## src/rtl/assert_macros.svh

```systemverilog
// Assertion macros shared by the RTL of the window color classifier.
// No dependencies; included by files that carry concurrent checks.
`ifndef ASSERT_MACROS_SVH
`define ASSERT_MACROS_SVH

// Check on every rising clk edge, disabled while rst_n is low.
`define ASSERT_CLK(label, prop, msg) \
    label: assert property (@(posedge clk) disable iff (!rst_n) (prop)) \
        else $error(msg);

// Check on every rising clk edge, also during reset.
`define ASSERT_CLK_ALWAYS(label, prop, msg) \
    label: assert property (@(posedge clk) (prop)) else $error(msg);

`endif

```

## src/rtl/wrgb_pkg.sv

```systemverilog
// Types, constants and helper functions of the window RGB dominant color block.
// No dependencies; used by wrgb_accum and window_rgb_dominant_color.
package wrgb_pkg;

    localparam int MAX_WIDTH  = 4096;
    localparam int MAX_HEIGHT = 4096;

    localparam int PIX_W  = 8;
    localparam int DIM_W  = 13;
    localparam int SUM_W  = 29;
    localparam int COL_W  = $clog2(MAX_WIDTH);
    localparam int ROW_W  = $clog2(MAX_HEIGHT);
    localparam int IDX_W  = 2;

    localparam int IN_TDATA_W  = 24;
    localparam int OUT_TDATA_W = 96;

    localparam logic [DIM_W-1:0] RESET_WIDTH  = DIM_W'(64);
    localparam logic [DIM_W-1:0] RESET_HEIGHT = DIM_W'(64);

    // floor(x / 3) as (x * RECIP3) >> RECIP3_SH, exact for x below 2^17.
    localparam int RECIP3_SH = 17;
    localparam logic [RECIP3_SH-1:0] RECIP3 = RECIP3_SH'(43691);

    localparam logic [IDX_W-1:0] REG_FRAME_WIDTH  = IDX_W'(0);
    localparam logic [IDX_W-1:0] REG_FRAME_HEIGHT = IDX_W'(1);

    typedef enum logic [1:0] {
        CLASS_RED   = 2'd0,
        CLASS_GREEN = 2'd1,
        CLASS_BLUE  = 2'd2,
        CLASS_NONE  = 2'd3
    } color_class_t;

    // Totals of one finished frame, waiting for the output register.
    typedef struct packed {
        logic             valid;
        logic [SUM_W-1:0] red;
        logic [SUM_W-1:0] green;
        logic [SUM_W-1:0] blue;
    } frame_sum_t;

    // A size of zero acts as one, and a size above the maximum as the maximum.
    function automatic logic [DIM_W-1:0] eff_size(input logic [DIM_W-1:0] v,
                                                  input logic [DIM_W-1:0] maxv);
        logic [DIM_W-1:0] r;
        r = v;
        if (v == '0)
            r = DIM_W'(1);
        else if (v > maxv)
            r = maxv;
        return r;
    endfunction

    function automatic logic [DIM_W-1:0] div3(input logic [DIM_W:0] x);
        logic [DIM_W+RECIP3_SH:0] p;
        p = (DIM_W+RECIP3_SH+1)'(x) * (DIM_W+RECIP3_SH+1)'(RECIP3);
        return p[RECIP3_SH +: DIM_W];
    endfunction

    function automatic logic [DIM_W-1:0] three_quarters(input logic [DIM_W-1:0] x);
        logic [DIM_W+1:0] t;
        t = {1'b0, x, 1'b0} + {2'b00, x};
        return t[DIM_W+1:2];
    endfunction

    function automatic logic [SUM_W-1:0] sat_add(input logic [SUM_W-1:0] acc,
                                                 input logic [PIX_W-1:0] v);
        logic [SUM_W:0] s;
        s = {1'b0, acc} + (SUM_W+1)'(v);
        return s[SUM_W] ? {SUM_W{1'b1}} : s[SUM_W-1:0];
    endfunction

    function automatic logic dominates(input logic [SUM_W-1:0] a,
                                       input logic [SUM_W-1:0] b,
                                       input logic [SUM_W-1:0] c);
        logic [SUM_W+1:0] b3;
        logic [SUM_W+1:0] c3;
        b3 = {1'b0, b, 1'b0} + {2'b00, b};
        c3 = {1'b0, c, 1'b0} + {2'b00, c};
        return ({2'b00, a} > b3) && ({2'b00, a} > c3);
    endfunction

endpackage

```

## src/rtl/wrgb_accum.sv

```systemverilog
// Frame size registers, pixel position tracking and window accumulators.
// Depends on wrgb_pkg; instantiated by window_rgb_dominant_color.
module wrgb_accum (
    input  logic                              clk,
    input  logic                              rst_n,
    input  logic                              cfg_we,
    input  logic [wrgb_pkg::IDX_W-1:0]        cfg_index,
    input  logic [wrgb_pkg::DIM_W-1:0]        cfg_data,
    input  logic                              pix_valid,
    output logic                              pix_ready,
    input  logic [wrgb_pkg::PIX_W-1:0]        pix_red,
    input  logic [wrgb_pkg::PIX_W-1:0]        pix_green,
    input  logic [wrgb_pkg::PIX_W-1:0]        pix_blue,
    output wrgb_pkg::frame_sum_t              done,
    input  logic                              done_pop
);

    logic [wrgb_pkg::DIM_W-1:0] width_reg, height_reg;
    logic [wrgb_pkg::DIM_W-1:0] col_lo_reg, col_hi_reg, row_lo_reg, row_hi_reg;
    logic [wrgb_pkg::DIM_W-1:0] cfg_eff_w, cfg_eff_h;

    logic [wrgb_pkg::COL_W-1:0] col_reg, col_next;
    logic [wrgb_pkg::ROW_W-1:0] row_reg, row_next;
    logic [wrgb_pkg::SUM_W-1:0] acc_red_reg, acc_green_reg, acc_blue_reg;
    logic [wrgb_pkg::SUM_W-1:0] acc_red_next, acc_green_next, acc_blue_next;
    wrgb_pkg::frame_sum_t       done_reg;

    logic accept, in_window, row_end, frame_end;
    logic [wrgb_pkg::DIM_W:0] col_ext, row_ext;

    assign cfg_eff_w = wrgb_pkg::eff_size(cfg_data, wrgb_pkg::DIM_W'(wrgb_pkg::MAX_WIDTH));
    assign cfg_eff_h = wrgb_pkg::eff_size(cfg_data, wrgb_pkg::DIM_W'(wrgb_pkg::MAX_HEIGHT));

    // The window bounds are worked out at reset and when a size register is written.
    always_ff @(posedge clk or negedge rst_n)
    begin
        if (!rst_n)
        begin
            width_reg  <= wrgb_pkg::RESET_WIDTH;
            height_reg <= wrgb_pkg::RESET_HEIGHT;
            col_lo_reg <= wrgb_pkg::div3({1'b0, wrgb_pkg::RESET_WIDTH});
            col_hi_reg <= wrgb_pkg::div3({wrgb_pkg::RESET_WIDTH, 1'b0});
            row_lo_reg <= wrgb_pkg::RESET_HEIGHT >> 1;
            row_hi_reg <= wrgb_pkg::three_quarters(wrgb_pkg::RESET_HEIGHT);
        end
        else if (cfg_we)
        begin
            case (cfg_index)
                wrgb_pkg::REG_FRAME_WIDTH:
                begin
                    width_reg  <= cfg_eff_w;
                    col_lo_reg <= wrgb_pkg::div3({1'b0, cfg_eff_w});
                    col_hi_reg <= wrgb_pkg::div3({cfg_eff_w, 1'b0});
                end
                wrgb_pkg::REG_FRAME_HEIGHT:
                begin
                    height_reg <= cfg_eff_h;
                    row_lo_reg <= cfg_eff_h >> 1;
                    row_hi_reg <= wrgb_pkg::three_quarters(cfg_eff_h);
                end
                default:
                begin
                end
            endcase
        end
    end

    assign pix_ready = !done_reg.valid || done_pop;
    assign accept    = pix_valid && pix_ready;

    assign col_ext = (wrgb_pkg::DIM_W+1)'(col_reg);
    assign row_ext = (wrgb_pkg::DIM_W+1)'(row_reg);

    assign in_window = (col_ext >= {1'b0, col_lo_reg}) && (col_ext < {1'b0, col_hi_reg}) &&
                       (row_ext >= {1'b0, row_lo_reg}) && (row_ext < {1'b0, row_hi_reg});

    // A position left past the end by a smaller new size still ends the row or frame.
    assign row_end   = (col_ext + (wrgb_pkg::DIM_W+1)'(1)) >= {1'b0, width_reg};
    assign frame_end = row_end &&
                       ((row_ext + (wrgb_pkg::DIM_W+1)'(1)) >= {1'b0, height_reg});

    always_comb
    begin
        col_next = col_reg + wrgb_pkg::COL_W'(1);
        row_next = row_reg;
        if (row_end)
        begin
            col_next = '0;
            row_next = frame_end ? '0 : row_reg + wrgb_pkg::ROW_W'(1);
        end
    end

    always_comb
    begin
        acc_red_next   = acc_red_reg;
        acc_green_next = acc_green_reg;
        acc_blue_next  = acc_blue_reg;
        if (in_window)
        begin
            acc_red_next   = wrgb_pkg::sat_add(acc_red_reg, pix_red);
            acc_green_next = wrgb_pkg::sat_add(acc_green_reg, pix_green);
            acc_blue_next  = wrgb_pkg::sat_add(acc_blue_reg, pix_blue);
        end
    end

    always_ff @(posedge clk or negedge rst_n)
    begin
        if (!rst_n)
        begin
            col_reg       <= '0;
            row_reg       <= '0;
            acc_red_reg   <= '0;
            acc_green_reg <= '0;
            acc_blue_reg  <= '0;
        end
        else if (accept)
        begin
            col_reg <= col_next;
            row_reg <= row_next;
            if (frame_end)
            begin
                acc_red_reg   <= '0;
                acc_green_reg <= '0;
                acc_blue_reg  <= '0;
            end
            else
            begin
                acc_red_reg   <= acc_red_next;
                acc_green_reg <= acc_green_next;
                acc_blue_reg  <= acc_blue_next;
            end
        end
    end

    always_ff @(posedge clk or negedge rst_n)
    begin
        if (!rst_n)
            done_reg <= '0;
        else if (accept && frame_end)
        begin
            done_reg.valid <= 1'b1;
            done_reg.red   <= acc_red_next;
            done_reg.green <= acc_green_next;
            done_reg.blue  <= acc_blue_next;
        end
        else if (done_pop)
            done_reg.valid <= 1'b0;
    end

    assign done = done_reg;

endmodule

```

## src/rtl/window_rgb_dominant_color.sv

```systemverilog
// Top level of the window RGB dominant color classifier: output stage and checks.
// Depends on wrgb_pkg, wrgb_accum and assert_macros.svh.
//
// Usage: pixels enter in row-major order on the s_ stream, one word per pixel.
// The block sums red, green and blue over the window of columns [W/3, 2W/3)
// and rows [H/2, 3H/4) and, after the last pixel of a frame, sends one word
// on the m_ stream with the dominant class and the three window totals.
// Frame width and height are written on the cfg_ port while no frame is in
// flight; a write takes effect at the next clock edge.
// Throughput: one pixel per cycle while s_tready is high. The accumulators add in the same cycle a
// pixel is accepted, so nothing but the output registers limits the rate.
// Result path: the totals of a frame register in wrgb_accum at the edge that
// accepts its last pixel; the class compare then loads them into the output
// register once that register is free, and the result word is valid there.
// Stall: while m_tready is low a pending result holds; the totals of one more
// finished frame can wait behind it, and while they wait s_tready stays low
// until the output register frees up.
// Reset: rst_n clears position, sums and valid flags at once and restores
// the 64 by 64 frame size.
`include "assert_macros.svh"

module window_rgb_dominant_color (
    input  logic                                   clk,
    input  logic                                   rst_n,
    input  logic                                   cfg_we,
    input  logic [wrgb_pkg::IDX_W-1:0]             cfg_index,
    input  logic [wrgb_pkg::DIM_W-1:0]             cfg_data,
    input  logic                                   s_tvalid,
    output logic                                   s_tready,
    // pix_red [7:0], pix_green [15:8], pix_blue [23:16]
    input  logic [wrgb_pkg::IN_TDATA_W-1:0]        s_tdata,
    output logic                                   m_tvalid,
    input  logic                                   m_tready,
    // blob_class [1:0], sum_red [30:2], sum_green [59:31], sum_blue [88:60], zero [95:89]
    output logic [wrgb_pkg::OUT_TDATA_W-1:0]       m_tdata
);

    wrgb_pkg::frame_sum_t       done;
    logic                       advance, done_pop;
    logic                       m_tvalid_reg;
    wrgb_pkg::color_class_t     class_next, class_reg;
    logic [wrgb_pkg::SUM_W-1:0] sum_red_reg, sum_green_reg, sum_blue_reg;

    wrgb_accum u_accum (
        .clk       (clk),
        .rst_n     (rst_n),
        .cfg_we    (cfg_we),
        .cfg_index (cfg_index),
        .cfg_data  (cfg_data),
        .pix_valid (s_tvalid),
        .pix_ready (s_tready),
        .pix_red   (s_tdata[7:0]),
        .pix_green (s_tdata[15:8]),
        .pix_blue  (s_tdata[23:16]),
        .done      (done),
        .done_pop  (done_pop)
    );

    assign advance  = !m_tvalid_reg || m_tready;
    assign done_pop = advance && done.valid;

    // Red is tested first, then green, then blue.
    always_comb
    begin
        if (wrgb_pkg::dominates(done.red, done.green, done.blue))
            class_next = wrgb_pkg::CLASS_RED;
        else if (wrgb_pkg::dominates(done.green, done.red, done.blue))
            class_next = wrgb_pkg::CLASS_GREEN;
        else if (wrgb_pkg::dominates(done.blue, done.red, done.green))
            class_next = wrgb_pkg::CLASS_BLUE;
        else
            class_next = wrgb_pkg::CLASS_NONE;
    end

    always_ff @(posedge clk or negedge rst_n)
    begin
        if (!rst_n)
            m_tvalid_reg <= 1'b0;
        else if (advance)
            m_tvalid_reg <= done.valid;
    end

    always_ff @(posedge clk)
    begin
        if (done_pop)
        begin
            class_reg     <= class_next;
            sum_red_reg   <= done.red;
            sum_green_reg <= done.green;
            sum_blue_reg  <= done.blue;
        end
    end

    assign m_tvalid = m_tvalid_reg;
    assign m_tdata  = {7'b0, sum_blue_reg, sum_green_reg, sum_red_reg, class_reg};

    `ASSERT_CLK(a_stall_only_when_full, !s_tready |-> (done.valid && m_tvalid_reg && !m_tready),
                "input stalled without a blocked result")
    `ASSERT_CLK(a_result_from_totals, $rose(m_tvalid) |-> $past(done.valid),
                "result appeared without finished frame totals")
    `ASSERT_CLK(a_totals_held, (done.valid && !advance) |=> done.valid,
                "frame totals lost while the output was stalled")

endmodule
```

## config.mk

```make
export PLATFORM = sky130hd
export DESIGN_NAME = window_rgb_dominant_color
export DESIGN_NICKNAME = d
export VERILOG_FILES = /design/src/rtl/wrgb_pkg.sv /design/src/rtl/wrgb_accum.sv /design/src/rtl/window_rgb_dominant_color.sv
export VERILOG_INCLUDE_DIRS = /design/src /design/src/rtl
export SDC_FILE = /design/constraint.sdc
export NUM_CORES = 1
export LEC_CHECK = 0
export BUFFER_PORTS_ARGS = -buffer_cell sky130_fd_sc_hd__buf_2
export CAP_MARGIN = 20
export CORE_MARGIN = 2
export CORE_UTILIZATION = 60
export CTS_BUF_LIST = sky130_fd_sc_hd__clkbuf_4 sky130_fd_sc_hd__clkbuf_8 sky130_fd_sc_hd__clkbuf_16
export CTS_CLUSTER_SIZE = 20
export DETAILED_ROUTE_END_ITERATION = 6
export GPL_TIMING_DRIVEN = 0
export PLACE_DENSITY = 0.79
export SYNTH_ARGS = -nofsm -noshare
export SYNTH_HDL_FRONTEND = slang
export SYNTH_SLANG_ARGS = --single-unit
```

## constraint.sdc

```tcl
create_clock -name clk -period 5 [get_ports clk]
set_input_delay 0.75 -clock clk [delete_from_list [all_inputs] [get_ports clk]]
set_output_delay 0.75 -clock clk [all_outputs]
set_load 0.02 [all_outputs]
```

==> metrics, run 1 <==
status=finished, violations left; failing checks=design-rule violations, negative setup slack; ratio of cells with drive above 1 in the final layout=0.156; CP arrival=5.48 ns; Slew headroom=0.298; worst endpoint required time=5.42 ns; Reg area=9010 um2; I/O Pins=142; largest net degree at the start of global routing=102; Design Power=0.0191 W; cell taking the most area after synthesis=dfrtp_1; met2 usage=0.633; Max Fclk=0.198 GHz; VDD IR max=0.000406 V; power per cell area=585 nW/um2; drt via density=6.32; startpoint types=input port; Worst Setup Path Type=in -> reg; Leak=15.1 nW; CP max stage cell=fa_2; initial drt markers=1926; most common cell in the synthesized netlist=ha_1; Die Wd=222 um; Area growth syn-to-layout=15.0%; Synth Area per Inst=9.13 um2; RSZ-0062 raised after global routing=true; FFs w/ async S/R, synth=0.739; share of the synthesized area in the top cell type=0.216; area of the multi-input gates=19000 um2; first-pass GRT wire length=138 mm; worst path cell trace=buf_12, clkbuf_16, nand2b_4, inv_6, ha_4, inv_1, fa_2, fa_2, buf_6, fa_2, fa_1, inv_2, ha_4, a211oi_2, nand3_1, a22o_1, a21o_1, a221oi_4, nand2b_1, a21oi_2, xor2_1, o21ai_1; Mapped Cells=3115; wire per inst=22.2 um; 1st-pass router iterations=7; Netlist cell types=90; Max Slew Vio Count=0; setup TNS=-0.187 ns; post-route DRC violation count=12; fillers=3632; Seq/Total Area, Yosys=0.316; core area=46700 um2; Mapped Area=28400 um2; gp weighted congestion=0.981; setup ws final=-0.0579 ns; Clock Latency Late Sink=0.58 ns; Worst Path Buf+Inv=6; reg2reg setup slack=-0.01 ns; number of global-route vias before repair=25306; main area contributors after synthesis=dfrtp_1, ha_1, edfxtp_1, a21oi_1, o21ai_0; Ys Warns=0; peak fanout along the critical path=6; starting density of the core=0.610; detailed placement HPWL=68.7 mm; GRT overflow=0; met3 Use GR=0.0481; Final Skew=0.0276 ns; synthesized flop and latch total=341; die area=49200 um2; synth cell count leaders=ha_1, a21oi_1, nand2_1; maximum clock path buffer count=3; Critical Path Stages=22; CTS tree=built; met1 GRT Util=0.410; Tightest Pin Transition=1.04 ns; GRT Util Overall=0.357; Worst Reg2Reg Path Length in Cells=20; Die Y=222 um; Setup Viol. Count Final=6; H-tree Lvls=2; max reg flops=88; CP most frequent cell=fa_2; Nets=3903; Worst path top cell family by delay=adder cells; HP Class=in -> async; FF-to-FF Start=u_accum.done[58]; CP Capture Type=flip-flop; final antenna-violating net count=0; Ant. Diodes=0; Clock Root Buffer=clkbuf_16; CTS Buf Count=39; Reg2Reg Capture Point=class_reg[0]; most used routing layer in global routing=met2; clock-pin slew on the worst setup and hold paths=0.06 ns; Tmin final=5.06 ns; initial antenna violation count=2; Via Count=25252; PortBufs=134; final WL=88.8 mm; slowest stage delay, CP=0.61 ns; Post-synth EDFFs=89; Max Cap Viol=0; ys flop type=dfrtp_1; Hold Vio Cnt, Final=0; period utilisation layout=1.01; # rows=79; CTS sink count=341
worst max path at each step:
stage                                       end  slack, ns             start
after floorplan           u_accum.col_hi_reg[9]      -0.13      cfg_data[12]
after global placement                 m_tvalid      -1.39             rst_n
after detailed placement           class_reg[0]      -1.21  u_accum.done[58]
after CTS                          class_reg[0]      -0.07  u_accum.done[59]
after global routing      u_accum.col_hi_reg[9]      -0.24      cfg_data[12]
final                     u_accum.col_hi_reg[9]      -0.06      cfg_data[12]
final cells by class:
class                   instances  share of cell area
plain buffers                  87              0.0139
clock buffers                  57              0.0364
clock inverters                14             0.00447
inverters                     229              0.0275
multi-input cells            2465               0.581
flip-flops and latches        341               0.276
well taps                     607              0.0232
repair buffers                197              0.0383
logic make-up (layout without fill, tap and decap cells):
| logic type | Yosys count | in the layout | share of synthesized area |
|---|---|---|---|
| other | 2 | 10 | 0.000264 |
| AO/OA/AOI/OAI | 918 | 918 | 0.199 |
| adder cells (fa/ha/maj) | 499 | 499 | 0.235 |
| XOR/XNOR | 183 | 183 | 0.0563 |
| multiplexers | 10 | 10 | 0.00374 |
| buffers and inverters | 317 | 584 | 0.0450 |
| flip-flops | 341 | 341 | 0.316 |
| AND/OR/NAND/NOR | 845 | 845 | 0.145 |
metal layers:
metal	vias up	part of all wire
met5	-	0.00016
met4	2	0.069
met3	282	0.055
met2	963	0.49
met1	12260	0.38
li1	11745	-
cell usage in the layout, fill, tap and decap left out, types with 10 or more instances in the layout:
master	n
a211o_1	15
a211oi_1	15
a21o_1	94
a21oi_1	272
a21oi_2	20
a22o_1	27
a31oi_1	24
and3_1	38
buf_2	149
buf_4	66
clkbuf_1	50
clkbuf_16	42
conb_1	10
dfrtp_1	224
dfrtp_2	21
edfxtp_1	89
fa_1	51
ha_1	418
ha_4	20
inv_1	208
nand2_1	266
nand2b_1	37
nand3_1	77
nand4_1	48
nor2_1	173
nor2_2	11
nor2b_1	24
nor3_1	50
nor4_1	20
o21a_1	41
o21ai_0	246
o21ai_1	17
o21bai_1	19
o31ai_1	19
or2_2	15
xnor2_1	94
xor2_1	85
worst register-to-register path, cell delays in order (launching register included):
cell and delay [ns]:
dfrtp_2 0.47, ha_2 0.24, fa_2 0.37, a211oi_2 0.30, o21ai_2 0.14, a41oi_2 0.23
a211oi_2 0.14, o31ai_2 0.31, nand2b_1 0.11, a21o_1 0.20, a21oi_2 0.17, o21ai_0 0.13
xnor2_1 0.19, ha_1 0.29, nand2_1 0.09, nor2_4 0.16, nand4_1 0.23, a21oi_2 0.26
a211oi_2 0.09, nor4_4 0.44, a41oi_2 0.18
power breakdown:
part	switching [W]	internal (W)	leakage (nW)
sequential	0.00102	0.00340	4.06
combinational	0.00674	0.00496	10.3
clock	0.00122	0.00181	0.678
per-stage QoR:
step / std cells / cell area [um2] / util / setup slack [ns] / hold slack [ns]
finish: 3997 / 32700 / 0.701 / -0.0579 / 0.110
floorplan: 3123 / 28800 / - / -0.132 / 0.444
detailed placement: 3868 / 30300 / 0.649 / -1.21 / 0.472
global placement: 3864 / 30200 / 0.647 / -1.39 / 0.459
CTS: 3962 / 32200 / 0.689 / -0.0650 / 0.120
global route: 3997 / 32700 / 0.701 / -0.238 / 0.148
what timing repair did:
item / 4_1_cts / 5_1_grt
cloned: 0 / 1
resized for setup: 88 / 79
pin swaps: 29 / 49
setup buffers: 24 / 34
hold buffers: 0 / 0
endpoints found under the setup margin: 23 / 124
No activity file was read; power rests on OpenSTA's default activity.
==> run 2, diff against run 1 <==
--- a/config.mk
+++ b/config.mk
@@ -9,12 +9,12 @@
 export BUFFER_PORTS_ARGS = -buffer_cell sky130_fd_sc_hd__buf_2
 export CAP_MARGIN = 20
 export CORE_MARGIN = 2
-export CORE_UTILIZATION = 60
+export CORE_UTILIZATION = 55
 export CTS_BUF_LIST = sky130_fd_sc_hd__clkbuf_4 sky130_fd_sc_hd__clkbuf_8 sky130_fd_sc_hd__clkbuf_16
 export CTS_CLUSTER_SIZE = 20
 export DETAILED_ROUTE_END_ITERATION = 6
 export GPL_TIMING_DRIVEN = 0
-export PLACE_DENSITY = 0.79
+export PLACE_DENSITY = 0.74
 export SYNTH_ARGS = -nofsm -noshare
 export SYNTH_HDL_FRONTEND = slang
 export SYNTH_SLANG_ARGS = --single-unit
==> run 2 against run 1 <==
  * The flow finishes with violations (negative setup slack)
  * Combinational power barely moved
  * Worst setup slack lost 0.016 ns
  * Critical path depth shrank 1
  * Largest power group unchanged
==> metrics, run 2 (synthesized netlist as in run 1, its figures left out) <==
most frequent cells in the layout=ha_1, a21oi_1, nand2_1; initial antenna violation count=0; Final Skew=0.0357 ns; Setup Viol. Count Final=7; VDD IR max=0.000364 V; initial drt markers=1736; Max Slew Vio Count=0; max reg flops=88; Hold Vio Cnt, Final=0; setup ws final=-0.0742 ns; most common cell after layout, fill and taps aside=ha_1; switching share of power=0.469; HP Class=in -> async; CTS Buf Count=40; ratio of cells with drive above 1 in the final layout=0.149; largest net degree at the start of global routing=115; final antenna-violating net count=0; peak fanout along the critical path=7; 1st-pass router iterations=5; GRT overflow=0; combinational share of power=0.613; CTS tree=built; power per cell area=577 nW/um2; GRT Util Overall=0.325; Worst Setup Path Type=reg -> reg; Placed Cells=3942; first-pass GRT wire length=136 mm; Flop pwr share=0.234; status=finished, violations left; Tightest Pin Transition=0.978 ns; core area=51200 um2; fillers=4279; Die Wd=231 um; Nets=3890; worst path cell trace=ha_1, fa_2, a211oi_2, o21ai_2, a41oi_2, a211oi_1, o31ai_1, nand2b_1, a21o_1, a21oi_2, o21ai_0, xnor2_1, ha_1, nand2_1, nor2_4, nand4_1, a21oi_2, a211oi_2, nor4_2, buf_4, a41oi_2; Clock Latency Late Sink=0.58 ns; final instance area=32600 um2; failing checks=negative setup slack; Ant. Diodes=0; CTS sink count=341; Max Fclk=0.197 GHz; final WL=87.2 mm; Clock power frac=0.153; CP Capture Type=flip-flop; period utilisation layout=1.01; CP max stage cell=dfrtp_2; wire per inst=21.5 um; Pint=0.00999 W; slowest stage delay, CP=0.48 ns; # rows=83; starting density of the core=0.556; Die Y=231 um; I/O Pins=142; Tmin final=5.07 ns; number of global-route vias before repair=25284; die area=53600 um2; detailed placement HPWL=68.0 mm; PortBufs=134; Net Switching=0.00881 W; H-tree Lvls=2; hold buffers post-CTS=0; drt via density=6.14; Clock Root Buffer=clkbuf_16; Max Cap Viol=0; worst endpoint required time=5.28 ns; post-route DRC violation count=0; CP arrival=5.36 ns; maximum clock path buffer count=3; Leak=15.0 nW; Area growth syn-to-layout=14.5%; Slew headroom=0.344; clock-pin slew on the worst setup and hold paths=0.06 ns; Via Count=24923; Placed Area=30400 um2; gp weighted congestion=1.01; startpoint types=flip-flop; Design Power=0.0188 W; Non-Filler Instances=4059; final core occ=0.636; RSZ-0062 raised after global routing=true
==> run 2: stage by stage <==
step	hold slack (ns)	setup TNS, ns	setup slack (ns)
after detailed placement	0.472	-14.37	-1.07
after CTS	0.113	-0.142	-0.0661
after global placement	0.458	-355.70	-1.59
final	0.122	-0.259	-0.0742
after floorplan	0.444	-0.406	-0.132
after global routing	0.142	-1.78	-0.224
==> run 2: critical path, delay by kind of cell, from the launching register on <==
| kind | cells | cell delay (ns) |
|---|---|---|
| flops | 1 | 0.48 |
| compound gates | 11 | 2.09 |
| buf+inv | 1 | 0.21 |
| xor+xnor | 1 | 0.18 |
| simple gates | 5 | 0.88 |
| fa+ha+maj | 3 | 0.93 |
==> run 2: per-layer routing <==
| layer | track usage | wire length (um) | vias up |
|---|---|---|---|
| li1 | - | - | 11734 |
| met1 | 0.376 | 34000 | 12106 |
| met2 | 0.576 | 43400 | 831 |
| met3 | 0.0381 | 4170 | 252 |
| met4 | 0.199 | 5570 | 0 |
| met5 | 0 | 0 | - |
==> run 2: layout make-up <==
class                      instances  area (um2)  share of cell area
multi-input combinational       2465       18900               0.581
buffer                            87         467              0.0143
tap                              680         851              0.0261
clock buffer                      58        1200              0.0368
clock inverter                    16        95.1             0.00292
sequential                       341        9020               0.277
timing repair buffer             183        1120              0.0345
inverter                         229         892              0.0274
==> run 2: path summary, 6_finish.rpt <==
path	to	from	slack, ns	cells after the start
max in group asynchronous	u_accum.done[85]	rst_n	3.90	2
hold reg to reg	m_tvalid	u_accum.done[87]	0.48	1
hold / removal	u_accum.col_reg[4]	rst_n	0.12	1
min in group clk	m_tvalid	m_tready	0.47	3
setup reg to reg	class_reg[0]	u_accum.done[59]	-0.07	21
setup / recovery	class_reg[0]	u_accum.done[59]	-0.07	21
==> run 2: power groups by stage <==
stage	combinational [W]	clock, W	sequential (W)
final	0.0115	0.00287	0.00441
after global routing	0.0129	0.00303	0.00446
after CTS	0.0111	0.00292	0.00436
after detailed placement	0.0107	0	0.00441
after global placement	0.0102	0	0.00438
after floorplan	0.00809	0	0.00392
==> run 2: what timing repair did <==
item / 4_1_cts / 5_1_grt
setup endpoints to repair: 23 / 101
setup buffers: 27 / 15
resized for setup: 85 / 64
cloned: 1 / 0
pin swaps: 28 / 44
